`src/hw/rtl/lrupr_pkg.sv`:
```
// shared types and constants of the lru page replacement block
package lrupr_pkg;

   // widths of the fixed item fields
   localparam int REQ_DATA_W = 16;
   localparam int RSP_DATA_W = 88;
   localparam int CSR_ADDR_W = 3;
   localparam int CSR_DATA_W = 32;
   localparam int CNT_W      = 32;

   // saturation value of the hit and fault counters
   localparam logic [CNT_W-1:0] COUNT_MAX = '1;

   // register index codes, taken from paddr[2]
   localparam logic REG_FRAMES_IN_USE = 1'b0;

   // configuration handed from the register port to the engine
   typedef struct packed {
      logic [3:0] frames;
      logic       clear;
   } cfg_type;

   // one result item
   typedef struct packed {
      logic             hit;
      logic [2:0]       frame_index;
      logic             evicted_valid;
      logic [15:0]      evicted_page;
      logic [CNT_W-1:0] hit_total;
      logic [CNT_W-1:0] fault_total;
   } result_type;

endpackage

```
`src/hw/rtl/lrupr_ram.sv`:
```
// generic single write port ram with a registered read port
module lrupr_ram #(
   parameter int WIDTH = 8,
   parameter int DEPTH = 8
) (
   input  logic                                     clock,
   input  logic                                     wr_en,
   input  logic [((DEPTH > 1) ? $clog2(DEPTH) : 1)-1:0] wr_addr,
   input  logic [WIDTH-1:0]                         wr_data,
   input  logic                                     rd_en,
   input  logic [((DEPTH > 1) ? $clog2(DEPTH) : 1)-1:0] rd_addr,
   output logic [WIDTH-1:0]                         rd_data
);

   logic [WIDTH-1:0] mem_ff [DEPTH];
   logic [WIDTH-1:0] rd_data_ff;

   // write and registered read
   always_ff @(posedge clock) begin
      if (wr_en) begin
         mem_ff[wr_addr] <= wr_data;
      end
      if (rd_en) begin
         rd_data_ff <= mem_ff[rd_addr];
      end
   end

   assign rd_data = rd_data_ff;

endmodule

```
`src/hw/rtl/lrupr_csr.sv`:
```
// configuration register port holding frames_in_use
module lrupr_csr
   import lrupr_pkg::*;
#(
   parameter int FRAMES = 8
) (
   input  logic                  clock,
   input  logic                  reset,
   input  logic                  csr_psel,
   input  logic                  csr_penable,
   input  logic                  csr_pwrite,
   input  logic [CSR_ADDR_W-1:0] csr_paddr,
   input  logic [CSR_DATA_W-1:0] csr_pwdata,
   output logic [CSR_DATA_W-1:0] csr_prdata,
   output logic                  csr_pready,
   output cfg_type               cfg
);

   localparam logic [3:0] FramesReset = (FRAMES < 8) ? 4'(FRAMES) : 4'd8;

   logic [3:0] frames_ff;
   logic [3:0] frames_in;
   logic       wr_hit;

   // write strobe for the frames register
   assign wr_hit = csr_psel && csr_penable && csr_pwrite && csr_pready
                   && (csr_paddr[2] == REG_FRAMES_IN_USE);

   always_comb begin
      frames_in = frames_ff;
      if (wr_hit) begin
         frames_in = csr_pwdata[3:0];
      end
   end

   always_ff @(posedge clock) begin
      if (reset) begin
         frames_ff <= FramesReset;
      end else begin
         frames_ff <= frames_in;
      end
   end

   // read back
   always_comb begin
      csr_prdata = '0;
      if (csr_paddr[2] == REG_FRAMES_IN_USE) begin
         csr_prdata = {{(CSR_DATA_W-4){1'b0}}, frames_ff};
      end
   end

   assign csr_pready   = 1'b1;
   assign cfg.frames   = frames_ff;
   assign cfg.clear    = wr_hit;

endmodule

```
`src/hw/rtl/lrupr_engine.sv`:
```
// scan and update sequencer around the frame table ram
module lrupr_engine
   import lrupr_pkg::*;
#(
   parameter int FRAMES    = 8,
   parameter int PAGE_BITS = 16
) (
   input  logic                  clock,
   input  logic                  reset,
   input  cfg_type               cfg,
   input  logic                  in_valid,
   output logic                  in_ready,
   input  logic [REQ_DATA_W-1:0] in_page,
   output logic                  out_valid,
   input  logic                  out_ready,
   output result_type            out_res
);

   localparam int IW = (FRAMES > 1) ? $clog2(FRAMES) : 1;
   localparam int CW = $clog2(FRAMES + 1);
   localparam int RW = IW;
   localparam int EW = PAGE_BITS + RW;

   typedef enum logic [2:0] {
      IDLE, SCAN, SCAN_TAIL, DECIDE, UPDATE, UPDATE_TAIL, DONE
   } state_type;

   state_type            state_ff, state_in;
   logic [PAGE_BITS-1:0] page_ff, page_in;
   logic [CW-1:0]        idx_ff, idx_in;
   logic                 rd_pend_ff, rd_pend_in;
   logic [IW-1:0]        rd_idx_ff, rd_idx_in;
   logic                 found_ff, found_in;
   logic [IW-1:0]        found_idx_ff, found_idx_in;
   logic [RW-1:0]        found_rank_ff, found_rank_in;
   logic [CW-1:0]        vcount_ff, vcount_in;
   logic                 empty_ff, empty_in;
   logic [IW-1:0]        empty_idx_ff, empty_idx_in;
   logic [IW-1:0]        lru_idx_ff, lru_idx_in;
   logic [RW-1:0]        lru_rank_ff, lru_rank_in;
   logic [PAGE_BITS-1:0] lru_page_ff, lru_page_in;
   logic [IW-1:0]        tgt_ff, tgt_in;
   logic [CW-1:0]        thr_ff, thr_in;
   logic                 ev_valid_ff, ev_valid_in;
   logic [PAGE_BITS-1:0] ev_page_ff, ev_page_in;
   logic [FRAMES-1:0]    valid_ff, valid_in;
   logic [CNT_W-1:0]     hit_cnt_ff, hit_cnt_in;
   logic [CNT_W-1:0]     fault_cnt_ff, fault_cnt_in;
   result_type           res_ff, res_in;

   logic                 rd_en, wr_en;
   logic [IW-1:0]        rd_addr, wr_addr;
   logic [EW-1:0]        wr_data, rd_data;
   logic [PAGE_BITS-1:0] rd_page;
   logic [RW-1:0]        rd_rank;
   logic [5:0]           frames_ext;
   logic [CW-1:0]        used;
   logic                 last_issue;

   // frame table: page number and recency rank per frame
   lrupr_ram #(
      .WIDTH (EW),
      .DEPTH (FRAMES)
   ) u_table (
      .clock   (clock),
      .wr_en   (wr_en),
      .wr_addr (wr_addr),
      .wr_data (wr_data),
      .rd_en   (rd_en),
      .rd_addr (rd_addr),
      .rd_data (rd_data)
   );

   assign rd_page = rd_data[RW +: PAGE_BITS];
   assign rd_rank = rd_data[RW-1:0];

   // frames taking part, clamped to 1..FRAMES
   assign frames_ext = {2'b00, cfg.frames};
   always_comb begin
      if (frames_ext == 6'd0) begin
         used = CW'(1);
      end else if (frames_ext > 6'(FRAMES)) begin
         used = CW'(FRAMES);
      end else begin
         used = CW'(frames_ext);
      end
   end

   assign last_issue = (idx_ff == (used - CW'(1)));

   always_comb begin
      state_in      = state_ff;
      page_in       = page_ff;
      idx_in        = idx_ff;
      rd_pend_in    = rd_pend_ff;
      rd_idx_in     = rd_idx_ff;
      found_in      = found_ff;
      found_idx_in  = found_idx_ff;
      found_rank_in = found_rank_ff;
      vcount_in     = vcount_ff;
      empty_in      = empty_ff;
      empty_idx_in  = empty_idx_ff;
      lru_idx_in    = lru_idx_ff;
      lru_rank_in   = lru_rank_ff;
      lru_page_in   = lru_page_ff;
      tgt_in        = tgt_ff;
      thr_in        = thr_ff;
      ev_valid_in   = ev_valid_ff;
      ev_page_in    = ev_page_ff;
      valid_in      = valid_ff;
      hit_cnt_in    = hit_cnt_ff;
      fault_cnt_in  = fault_cnt_ff;
      res_in        = res_ff;
      rd_en         = 1'b0;
      rd_addr       = idx_ff[IW-1:0];
      wr_en         = 1'b0;
      wr_addr       = rd_idx_ff;
      wr_data       = {page_ff, {RW{1'b0}}};

      // sequencer
      unique case (state_ff) inside
         IDLE: begin
            if (in_valid) begin
               page_in    = PAGE_BITS'(in_page);
               idx_in     = '0;
               rd_pend_in = 1'b0;
               found_in   = 1'b0;
               vcount_in  = '0;
               empty_in   = 1'b0;
               state_in   = SCAN;
            end
         end
         SCAN, UPDATE: begin
            rd_en      = 1'b1;
            rd_pend_in = 1'b1;
            rd_idx_in  = idx_ff[IW-1:0];
            idx_in     = idx_ff + CW'(1);
            if (last_issue) begin
               state_in = (state_ff == SCAN) ? SCAN_TAIL : UPDATE_TAIL;
            end
         end
         SCAN_TAIL: begin
            rd_pend_in = 1'b0;
            state_in   = DECIDE;
         end
         DECIDE: begin
            ev_valid_in = 1'b0;
            ev_page_in  = '0;
            if (found_ff) begin
               tgt_in = found_idx_ff;
               thr_in = CW'(found_rank_ff);
            end else if (empty_ff) begin
               tgt_in = empty_idx_ff;
               thr_in = vcount_ff;
            end else begin
               tgt_in      = lru_idx_ff;
               thr_in      = CW'(lru_rank_ff);
               ev_valid_in = 1'b1;
               ev_page_in  = lru_page_ff;
            end
            idx_in   = '0;
            state_in = UPDATE;
         end
         UPDATE_TAIL: begin
            rd_pend_in       = 1'b0;
            valid_in[tgt_ff] = 1'b1;
            if (found_ff) begin
               if (hit_cnt_ff != COUNT_MAX) begin
                  hit_cnt_in = hit_cnt_ff + CNT_W'(1);
               end
            end else if (fault_cnt_ff != COUNT_MAX) begin
               fault_cnt_in = fault_cnt_ff + CNT_W'(1);
            end
            res_in.hit           = found_ff;
            res_in.frame_index   = 3'(tgt_ff);
            res_in.evicted_valid = ev_valid_ff;
            res_in.evicted_page  = 16'(ev_page_ff);
            res_in.hit_total     = hit_cnt_in;
            res_in.fault_total   = fault_cnt_in;
            state_in             = DONE;
         end
         DONE: begin
            if (out_ready) begin
               state_in = IDLE;
            end
         end
         default: begin
            state_in = IDLE;
         end
      endcase

      // lookup pass: fold one returned entry into the scan results
      if (rd_pend_ff && (state_ff == SCAN || state_ff == SCAN_TAIL)) begin
         if (valid_ff[rd_idx_ff]) begin
            vcount_in = vcount_ff + CW'(1);
            if (!found_ff && rd_page == page_ff) begin
               found_in      = 1'b1;
               found_idx_in  = rd_idx_ff;
               found_rank_in = rd_rank;
            end
            if (vcount_ff == '0 || rd_rank > lru_rank_ff) begin
               lru_idx_in  = rd_idx_ff;
               lru_rank_in = rd_rank;
               lru_page_in = rd_page;
            end
         end else if (!empty_ff) begin
            empty_in     = 1'b1;
            empty_idx_in = rd_idx_ff;
         end
      end

      // update pass: age younger frames, load the target frame
      if (rd_pend_ff && (state_ff == UPDATE || state_ff == UPDATE_TAIL)) begin
         if (rd_idx_ff == tgt_ff) begin
            wr_en   = 1'b1;
            wr_data = {page_ff, {RW{1'b0}}};
         end else if (valid_ff[rd_idx_ff] && (CW'(rd_rank) < thr_ff)) begin
            wr_en   = 1'b1;
            wr_data = {rd_page, rd_rank + RW'(1)};
         end
      end

      // register write empties the table and counters
      if (cfg.clear) begin
         valid_in     = '0;
         hit_cnt_in   = '0;
         fault_cnt_in = '0;
      end
   end

   always_ff @(posedge clock) begin
      if (reset) begin
         state_ff     <= IDLE;
         rd_pend_ff   <= 1'b0;
         valid_ff     <= '0;
         hit_cnt_ff   <= '0;
         fault_cnt_ff <= '0;
      end else begin
         state_ff     <= state_in;
         rd_pend_ff   <= rd_pend_in;
         valid_ff     <= valid_in;
         hit_cnt_ff   <= hit_cnt_in;
         fault_cnt_ff <= fault_cnt_in;
      end
      page_ff       <= page_in;
      idx_ff        <= idx_in;
      rd_idx_ff     <= rd_idx_in;
      found_ff      <= found_in;
      found_idx_ff  <= found_idx_in;
      found_rank_ff <= found_rank_in;
      vcount_ff     <= vcount_in;
      empty_ff      <= empty_in;
      empty_idx_ff  <= empty_idx_in;
      lru_idx_ff    <= lru_idx_in;
      lru_rank_ff   <= lru_rank_in;
      lru_page_ff   <= lru_page_in;
      tgt_ff        <= tgt_in;
      thr_ff        <= thr_in;
      ev_valid_ff   <= ev_valid_in;
      ev_page_ff    <= ev_page_in;
      res_ff        <= res_in;
   end

   assign in_ready  = (state_ff == IDLE);
   assign out_valid = (state_ff == DONE);
   assign out_res   = res_ff;

endmodule

```
`src/hw/rtl/lru_page_replacement.sv`:
```
// top level of the lru page replacement block
//
// Takes one page reference per item on the req_ channel and returns one
// result item per reference on the rsp_ channel: hit flag, frame hit or
// filled, evicted page if any, and the saturating hit and fault totals.
// The frame table (page number and recency rank per frame) lives in one
// ram with a registered read; valid bits and counters are flip-flops.
// Each reference takes a lookup pass and an update pass over the frames
// in use, one ram read per frame per pass.
// The rsp_ side has its own output register, so the next reference is
// taken and worked on while a result waits; with the receiver stalled the
// block holds its second result until the register drains.
// Reset empties all frames, clears both counters and sets frames_in_use
// to eight (or FRAMES if smaller). A write of frames_in_use over the csr_
// port empties the frames and clears the counters as well; write it only
// while no item is in flight.
module lru_page_replacement
   import lrupr_pkg::*;
#(
   parameter int FRAMES    = 8,
   parameter int PAGE_BITS = 16
) (
   input  logic                  clock,
   input  logic                  reset,
   // page_number [15:0]
   input  logic                  req_tvalid,
   output logic                  req_tready,
   input  logic [REQ_DATA_W-1:0] req_tdata,
   // frame_index [2:0], evicted_valid [3], evicted_page [19:4],
   // hit_total [51:20], fault_total [83:52], zero [87:84]
   output logic                  rsp_tvalid,
   input  logic                  rsp_tready,
   output logic [RSP_DATA_W-1:0] rsp_tdata,
   // hit [0]
   output logic                  rsp_tuser,
   input  logic                  csr_psel,
   input  logic                  csr_penable,
   input  logic                  csr_pwrite,
   input  logic [CSR_ADDR_W-1:0] csr_paddr,
   input  logic [CSR_DATA_W-1:0] csr_pwdata,
   output logic [CSR_DATA_W-1:0] csr_prdata,
   output logic                  csr_pready
);

   cfg_type    cfg;
   logic       eng_valid;
   logic       eng_ready;
   result_type eng_res;
   logic       rsp_valid_ff, rsp_valid_in;
   result_type rsp_res_ff, rsp_res_in;

   // configuration register
   lrupr_csr #(
      .FRAMES (FRAMES)
   ) u_csr (
      .clock       (clock),
      .reset       (reset),
      .csr_psel    (csr_psel),
      .csr_penable (csr_penable),
      .csr_pwrite  (csr_pwrite),
      .csr_paddr   (csr_paddr),
      .csr_pwdata  (csr_pwdata),
      .csr_prdata  (csr_prdata),
      .csr_pready  (csr_pready),
      .cfg         (cfg)
   );

   // lookup and replacement engine
   lrupr_engine #(
      .FRAMES    (FRAMES),
      .PAGE_BITS (PAGE_BITS)
   ) u_engine (
      .clock     (clock),
      .reset     (reset),
      .cfg       (cfg),
      .in_valid  (req_tvalid),
      .in_ready  (req_tready),
      .in_page   (req_tdata),
      .out_valid (eng_valid),
      .out_ready (eng_ready),
      .out_res   (eng_res)
   );

   // output register
   assign eng_ready = !rsp_valid_ff || rsp_tready;

   always_comb begin
      rsp_valid_in = rsp_valid_ff;
      rsp_res_in   = rsp_res_ff;
      if (eng_ready) begin
         rsp_valid_in = eng_valid;
         rsp_res_in   = eng_res;
      end
   end

   always_ff @(posedge clock) begin
      if (reset) begin
         rsp_valid_ff <= 1'b0;
      end else begin
         rsp_valid_ff <= rsp_valid_in;
      end
      rsp_res_ff <= rsp_res_in;
   end

   assign rsp_tvalid = rsp_valid_ff;
   assign rsp_tuser  = rsp_res_ff.hit;
   assign rsp_tdata  = {4'b0000, rsp_res_ff.fault_total, rsp_res_ff.hit_total,
                        rsp_res_ff.evicted_page, rsp_res_ff.evicted_valid,
                        rsp_res_ff.frame_index};

endmodule
```
`config.mk`:
```
export PLATFORM = sky130hd
export DESIGN_NAME = lru_page_replacement
export DESIGN_NICKNAME = d
export VERILOG_FILES = /design/src/hw/rtl/lrupr_pkg.sv /design/src/hw/rtl/lrupr_ram.sv /design/src/hw/rtl/lrupr_csr.sv /design/src/hw/rtl/lrupr_engine.sv /design/src/hw/rtl/lru_page_replacement.sv
export SDC_FILE = /design/constraint.sdc
export NUM_CORES = 1
export LEC_CHECK = 0
export ABC_AREA = 1
export BUFFER_PORTS_ARGS = -buffer_cell sky130_fd_sc_hd__buf_2
export CAP_MARGIN = 30
export CELL_PAD_IN_SITES_DETAIL_PLACEMENT = 2
export CELL_PAD_IN_SITES_GLOBAL_PLACEMENT = 2
export CORE_UTILIZATION = 39
export CTS_BUF_LIST = sky130_fd_sc_hd__clkbuf_16
export DETAILED_ROUTE_END_ITERATION = 8
export GPL_ROUTABILITY_DRIVEN = 0
export PLACE_DENSITY = 0.88
export REMOVE_ABC_BUFFERS = 1
export SYNTH_ARGS = -nofsm -noshare
export SYNTH_HDL_FRONTEND = slang
export SYNTH_SLANG_ARGS = --single-unit
export TNS_END_PERCENT = 1
```
`constraint.sdc`:
```
create_clock -name clock -period 3.4 [get_ports clock]
set_input_delay 0 -clock clock [delete_from_list [all_inputs] [get_ports clock]]
set_output_delay 0 -clock clock [all_outputs]
set_load 0.03 [all_outputs]
```
==> summary.txt, run 1 <==
Logic synthesis
  • Mapped cell area: ~22000 um^2
  • Mux share of post-synthesis cell area: 0
  • Main combinational cell family by area after synthesis: simple AND/OR/NAND/NOR gates
  • Synth cell types: 42
  • Synth top area cells: edfxtp_1 (57%), nand2_1 (8.5%), dfxtp_1 (8.0%), nor2_1 (5.1%), inv_1 (3.8%)
  • Number of synthesized flops with an enable pin: ~420
  • Flops & latches, synth: just over 500
  • Dominant synthesized flop cell: edfxtp_1
  • Simple-Gate Fraction of Synth Area: 0.189
  • Mean Syn Cell Area: 10.1 um^2
  • Cell count after synthesis: roughly 2200
  • Syn. warnings: 0
  • Top cell type's share of synthesized area: 0.574
  • Yosys top cell by area: edfxtp_1
  • Post-Synth Adder-Cell Area: 0.00685
  • Post-Synth XOR/XNOR Area: 0.00880
  • Fraction of registers with async set/reset: 0
  • Seq/Total Area, Yosys: 0.654
  • Synth Area in Compound Gates: 0.0743

Global route
  • First-pass GRT wire length: approximately 110000 um
  • Vias in the first global route: 18700
  • Total grt overflow: 0
  • GRT Overall Usage: 0.265
  • Initial antenna violation count: 0
  • Largest net degree at the start of global routing: around 140

Clocking
  • H-tree depth: 2
  • TritonCTS clock tree: done
  • CTS clk-pin slew, worst paths: ~0.060 ns
  • TritonCTS Buffers: 54
  • Clock latency on the worst-skew pair: approximately 0.64 ns
  • Max Root-Sink Buffers: 3
  • Clock Sinks: roughly 500
  • Root Driver: clkbuf_16

Power
  • Peak VDD IR: around 410 uV
  • Leak: around 10 nW
  • Clock power frac: 0.369
  • Total Power: between 15 and 20 mW
  • Int Pwr: ~11 mW
  • P per Cell Area: 628 nW/um^2
  • Sequential Power Share: 0.472
  • Combinational share of power: 0.159
  • Sw frac: 0.305
  • P_sw: about 4.8 mW

Floorplanning
  • Initial Util: 0.396
  • Row cnt: 86
  • Die Height: between 200 and 250 um
  • CORE AREA: approximately 55000 um^2
  • Die Span X: between 200 and 250 um
  • DIE AREA: between 50000 and 60000 um^2
  • I/O pin count: around 180

Route
  • Vias: about 17000
  • DRT antenna net count: 0
  • Router iterations before antenna repair: 4
  • Drt total wl: between 70000 and 80000 um
  • DRC Markers: 0
  • Via density: 5.32
  • Routed WL per cell: 24.1 um
  • First DRT Iteration DRCs: 1023

Worst setup path
  • Crit-path max FO: 35
  • CP max stage cell: o21ai_0
  • Crit path arrival time: roughly 3.7 ns
  • Largest stage delay, worst path: approximately 0.94 ns
  • Cell Chain, Critical Path: inv_1 -> nand3_1 -> o22ai_1 -> nor2_1 -> nand2_2 -> nand3_4 -> o21ai_0
  • Startpoint types: flip-flop
  • Flop-to-flop setup slack: approximately 0.025 ns
  • CP Capture Type: flip-flop
  • R2R depth: 7
  • FF-to-FF Start: u_engine.rd_idx_ff[2]
  • CP Class: flip-flop to flip-flop
  • Worst R2R End: u_engine.u_table.mem_ff[6][8]
  • Delay-heaviest family, CP: compound AO/OA/AOI/OAI gates
  • CP Buf/Inv Count: 1
  • WP data required: between 3 and 4 ns

Finish
  • Most frequent cells in the layout: nand2_1 (498), edfxtp_1 (419), nor2_1 (295)
  • Final layout net count: 2387
  • Share of cells above drive strength 1: 0.118
  • N_diodes: 0
  • Layout Area Growth over Synthesis: 15.2%
  • Fin util: 0.456
  • Commonest non-fill, non-tap cell in the layout: nand2_1

Worst hold path
  • HP Class: input port to flip-flop
  • Hold Path End: u_engine.hit_cnt_ff[28]
  • Worst hold path depth: 5
  • Hold_sp: csr_psel

Timing
  • Clock skew: ~0.053 ns
  • F_max: approximately 0.3 GHz
  • Final min period: 3.38 ns
  • Tcrit/Tclk final: 0.993
  • Final setup violating endpoints: 0
  • Setup TNS: 0 ns
  • Worst-margin pin slew: just over 0.9 ns
  • Hold Slack: roughly 0.060 ns
  • Fin. Hold Viols: 0
  • RSZ-0062 raised after global routing: true
  • Max Slew Vio Count: 0
  • Max_slew headroom: 0.370

Job
  • Max Cap Viol: 0

Status
  • Status: complete, no violations

Place
  • Post-DP HPWL: between 40000 and 50000 um
  • IO Port Bufs: approximately 120
==> metal layers <==
layer | global-route usage | wire [um]
met5 | 0 | 0
met4 | 0.100 | 2710
met3 | 0.0348 | 2620
met2 | 0.492 | 39700
met1 | 0.307 | 29900
==> repair_timing <==
item | in CTS | in global routing
hold buffers | 28 | 0
hold endpoints to repair | 29 | 0
setup endpoints to repair | 10 | 59
buffers inserted | 0 | 0
gates resized for setup | 3 | 5
==> sequential cells by signal, indices dropped and copies added, names as in the netlist, 4 cells and up <==
register	cells
u_engine.hit_cnt_ff	32
u_engine.ev_page_ff	16
u_engine.fault_cnt_ff	32
u_engine.u_table.rd_data	19
u_engine.out_res	85
u_engine.idx_ff	4
u_engine.thr_ff	4
u_engine.u_table.mem_ff	152
u_csr.frames_ff	4
u_engine.vcount_ff	4
u_engine.page_ff	16
u_engine.lru_page_ff	16
rsp_tdata	84
u_engine.valid_ff	8
==> power groups by stage <==
stage	Combinational (mW)	Clock, mW	Sequential (mW)
finish	2.51	5.85	7.49
global route	2.71	6.15	7.50
floorplan	1.33	0	7.56
global placement	2.04	0	7.53
detailed placement	2.36	0	7.59
CTS	2.51	5.96	7.48
==> Yosys cell counts, types with 4 or more instances <==
| cell | count |
|---|---|
| xor2_1 | 9 |
| o21ai_0 | 145 |
| dfxtp_1 | 87 |
| nand4_1 | 6 |
| inv_1 | 220 |
| xnor2_1 | 13 |
| nor3_1 | 4 |
| nand2_2 | 8 |
| buf_2 | 23 |
| o211ai_1 | 9 |
| inv_2 | 4 |
| a31oi_1 | 19 |
| nand2_1 | 498 |
| nand3_1 | 143 |
| ha_1 | 12 |
| buf_1 | 7 |
| nor2_4 | 5 |
| buf_4 | 35 |
| nor2_1 | 298 |
| edfxtp_1 | 419 |
| a21oi_1 | 92 |
| clkbuf_1 | 44 |
| o211ai_2 | 4 |
| o22ai_1 | 22 |
| buf_6 | 4 |
| nand3_2 | 15 |
==> per-stage QoR <==
step / setup slack (ns) / cells / cell area [um^2]
2_1_floorplan: -6.73 / 2087 / 21400
3_3_place_gp: 0.775 / 2979 / 23200
6_report: 0.0250 / 3111 / 25200
4_1_cts: 0.0161 / 3111 / 25200
3_5_place_dp: 0.144 / 2981 / 23200
5_1_grt: -0.0390 / 3111 / 25200
==> logic make-up after synthesis <==
| logic type | after synthesis |
|---|---|
| flip-flops | 506 |
| other | 2 |
| buffers and inverters | 338 |
| AO/OA/AOI/OAI | 300 |
| XOR/XNOR | 22 |
| adder cells (fa/ha/maj) | 12 |
| AND/OR/NAND/NOR | 989 |
==> worst reg2reg max path, cell delays in order, from the launching register on <==
cell      delay (ns)
edfxtp_1        0.57
inv_1           0.25
nand3_1         0.20
o22ai_1         0.29
nor2_1          0.11
nand2_2         0.21
nand3_4         0.45
o21ai_0         0.98
==> how the worst max path moves through the flow <==
| stage | startpoint | end | depth (start not counted) |
|---|---|---|---|
| after floorplan | u_engine.state_ff[0] | u_engine.valid_ff[3] | 6 |
| after global placement | u_engine.rd_idx_ff[0] | u_engine.u_table.mem_ff[7][4] | 7 |
| after detailed placement | u_engine.rd_idx_ff[2] | u_engine.u_table.mem_ff[1][18] | 7 |
| after CTS | u_engine.rd_idx_ff[2] | u_engine.u_table.mem_ff[2][10] | 7 |
| after global routing | u_engine.rd_idx_ff[2] | u_engine.u_table.mem_ff[5][13] | 7 |
| final | u_engine.rd_idx_ff[2] | u_engine.u_table.mem_ff[6][8] | 7 |
==> layout make-up <==
class / count / area [um^2]
Tap cell: 748 / 936
Clock inverter: 48 / 372
Sequential cell: 506 / 14300
Multi-Input combinational cell: 1356 / 6280
Timing Repair Buffer: 174 / 1130
Fill cell: 5806 / 30100
Clock buffer: 54 / 1350
Inverter: 225 / 846
No activity file was read; power rests on OpenSTA's default activity.
==> run 2: changes to the inputs <==
--- a/config.mk
+++ b/config.mk
@@ -5,16 +5,15 @@
 export SDC_FILE = /design/constraint.sdc
 export NUM_CORES = 1
 export LEC_CHECK = 0
-export ABC_AREA = 1
-export BUFFER_PORTS_ARGS = -buffer_cell sky130_fd_sc_hd__buf_2
 export CAP_MARGIN = 30
 export CELL_PAD_IN_SITES_DETAIL_PLACEMENT = 2
 export CELL_PAD_IN_SITES_GLOBAL_PLACEMENT = 2
-export CORE_UTILIZATION = 39
+export CORE_UTILIZATION = 46
 export CTS_BUF_LIST = sky130_fd_sc_hd__clkbuf_16
 export DETAILED_ROUTE_END_ITERATION = 8
+export DONT_BUFFER_PORTS = 1
 export GPL_ROUTABILITY_DRIVEN = 0
-export PLACE_DENSITY = 0.88
+export PLACE_DENSITY = 0.87
 export REMOVE_ABC_BUFFERS = 1
 export SYNTH_ARGS = -nofsm -noshare
 export SYNTH_HDL_FRONTEND = slang
==> summary.txt, run 2 <==
Route
  • Router iterations before antenna repair: 5 (+1)
  • DRT antenna net count: 0 (unchanged)
  • First DRT Iteration DRCs: 892 (-13%)
  • DRC Markers: 0 (unchanged)
  • Routed WL per cell: 29.4 um (+22%)
  • Via density: 5.90 (+11%)
  • Drt total wl: 60500 um (-19%)
  • Vias: 12200 (-27%)

Clocking
  • Postcts setup bufs: 0 (unchanged)
  • TritonCTS clock tree: done
  • Hold_buf cts: 39 (+39%)
  • Clock Sinks: 506 (unchanged)
  • TritonCTS Buffers: 53 (-1.9%)
  • Root Driver: clkbuf_16
  • Clock latency on the worst-skew pair: 0.62 ns (-0.02 ns)
  • CTS clk-pin slew, worst paths: 0.06 ns (about the same)
  • Max Root-Sink Buffers: 3 (unchanged)
  • Post_cts resized: 0 (-3)
  • H-tree depth: 2 (unchanged)

Timing
  • Final WS setup: 0.266 ns (+0.241 ns)
  • Setup TNS: 0 ns (unchanged)
  • Worst-margin pin slew: 1.03 ns (+0.0921 ns)
  • Max Slew Vio Count: 0 (unchanged)
  • RSZ-0062 raised after global routing: false
  • Final min period: 3.13 ns (-0.241 ns)
  • F_max: 0.319 GHz (+7.7%)
  • Fin. Hold Viols: 0 (unchanged)
  • Max_slew headroom: 0.309 (-0.0611)
  • Tcrit/Tclk final: 0.922 (-0.0710)
  • Final setup violating endpoints: 0 (unchanged)
  • Clock skew: 0.0240 ns (-0.0293 ns)
  • Hold Slack: 0.0261 ns (-0.0343 ns)

Finish
  • Commonest non-fill, non-tap cell in the layout: edfxtp_1
  • Max reg flops: 152 (unchanged)
  • Layout Area Growth over Synthesis: 13.8%
  • N_diodes: 0 (unchanged)
  • Share of cells above drive strength 1: 0.140 (+0.0221)
  • Largest Register: u_engine.u_table.mem_ff
  • Final layout net count: 1502 (-37%)
  • Fin cells: 2059 (-34%)
  • Fin util: 0.535 (+0.0787)
  • Design Area, Final: 23200 um^2 (-8.1%)
  • Most frequent cells in the layout: edfxtp_1 (419), dfxtp_1 (87), nand2_1 (77)

Logic synthesis
  • Mapped cell area: 20400 um^2 (-6.9%)
  • Fraction of registers with async set/reset: 0 (unchanged)
  • Flops & latches, synth: 506 (unchanged)
  • Number of synthesized flops with an enable pin: 419 (unchanged)
  • Dominant synthesized flop cell: edfxtp_1
  • Syn. warnings: 0 (unchanged)
  • Top cell type's share of synthesized area: 0.617 (+0.0427)
  • Synth top area cells: edfxtp_1 (62%), dfxtp_1 (8.5%), mux4_2 (4.3%), mux2_2 (2.2%), xnor2_1 (2.2%)
  • Cell count after synthesis: 1363 (-37%)
  • Synth cell types: 63 (+50%)
  • Most common cell in the netlist: edfxtp_1
  • Seq/Total Area, Yosys: 0.703 (+0.0486)
  • Mean Syn Cell Area: 15.0 um^2 (+48%)
  • Yosys top cell by area: edfxtp_1
  • Most frequent cells after synthesis: edfxtp_1 (419), dfxtp_1 (87), nand2_1 (78)

Place
  • IO Port Bufs: 0 (-100%)
  • Placed insts: 1919 (-36%)
  • DP Worst Slack: 0.360 ns (+0.216 ns)
  • Post-DP HPWL: 37100 um (-21%)
  • Post-DP Area: 21100 um^2 (-9.2%)

Worst setup path
  • FF-to-FF Start: u_engine.fault_cnt_ff[0]
  • WP data required: 3.75 ns (+0.05 ns)
  • CP Capture Type: flip-flop
  • CP Class: flip-flop to flip-flop
  • Crit-path max FO: 10 (-71%)
  • Crit path arrival time: 3.49 ns (-0.19 ns)
  • Startpoint types: flip-flop
  • Critical Path Start: u_engine.fault_cnt_ff[0]
  • R2R depth: 7 (unchanged)
  • Flop-to-flop setup slack: 0.27 ns (+0.24 ns)

Floorplanning
  • Die Height: 213 um (-11%)
  • CORE AREA: 43400 um^2 (-22%)
  • DIE AREA: 45200 um^2 (-21%)
  • I/O pin count: 182 (unchanged)
  • Die Span X: 213 um (-11%)
  • Row cnt: 76 (-12%)
  • Initial Util: 0.470 (+0.0742)

Worst hold path
  • Hold_sp: req_tdata[2]
  • HP Class: input port to flip-flop
  • Worst hold path depth: 1 (-4)

Global route
  • Vias in the first global route: 13400 (-29%)
  • GRT Overall Usage: 0.274 (+0.00905)
  • First-pass GRT wire length: 89800 um (-22%)
  • Initial antenna violation count: 0 (unchanged)
  • Total grt overflow: 0 (unchanged)
  • Largest net degree at the start of global routing: 93 (-35%)

Power
  • Total Power: 15.3 mW (-3.2%)
  • Peak VDD IR: 458 uV (+12%)
  • P per Cell Area: 661 nW/um^2 (+5.3%)
  • Leak: 7.83 nW (-22%)

Job
  • Max Cap Viol: 0 (unchanged)

Status
  • Status: complete, no violations
[run 2: final timing paths]
| kind | to |
|---|---|
| worst max-delay path | u_engine.out_res[17] |
| worst min register to register | u_engine.out_res[78] |
| worst min-delay path | u_engine.page_ff[2] |
| worst max register to register | u_engine.out_res[17] |
[run 2: worst max-delay path, cell delays in order, from the launching register on]
cell and delay [ns]:
dfxtp_1 0.48, ha_1 0.31, nand4_1 0.28, or4_1 0.71, o21ai_1 0.51, buf_4 0.31, nor2_1 0.11, xor2_1 0.16
[run 2: where the power goes]
group	switching (mW)	internal (mW)	total, mW
combinational	1.20	0.860	2.06
sequential	0.395	7.19	7.59
clock	2.51	3.18	5.69
[run 2: cell type report]
| cell class | count | area, um^2 |
|---|---|---|
| Clock buffer | 54 | 1350 |
| Clock inverter | 43 | 309 |
| Fill cell | 3905 | 20200 |
| Inverter | 19 | 72.6 |
| Multi-Input combinational cell | 776 | 5700 |
| Sequential cell | 506 | 14300 |
| Tap cell | 585 | 732 |
| Timing Repair Buffer | 76 | 716 |
[run 2: layer usage]
metal,share of wire,GRT usage
met5,0,0
met4,0.026,0.0767
met3,0.036,0.0378
met2,0.55,0.512
met1,0.39,0.325
[run 2: kinds of logic after synthesis]
family	count (synthesis)	share of synthesized area
adders and majority gates	12	0.00736
buffers and inverters	112	0.0273
DFF	506	0.703
AOI/OAI and AO/OA	158	0.0473
xor gates and xnor gates	92	0.0395
other	2	0.000368
muxes	93	0.0720
and+or+nand+nor	388	0.104
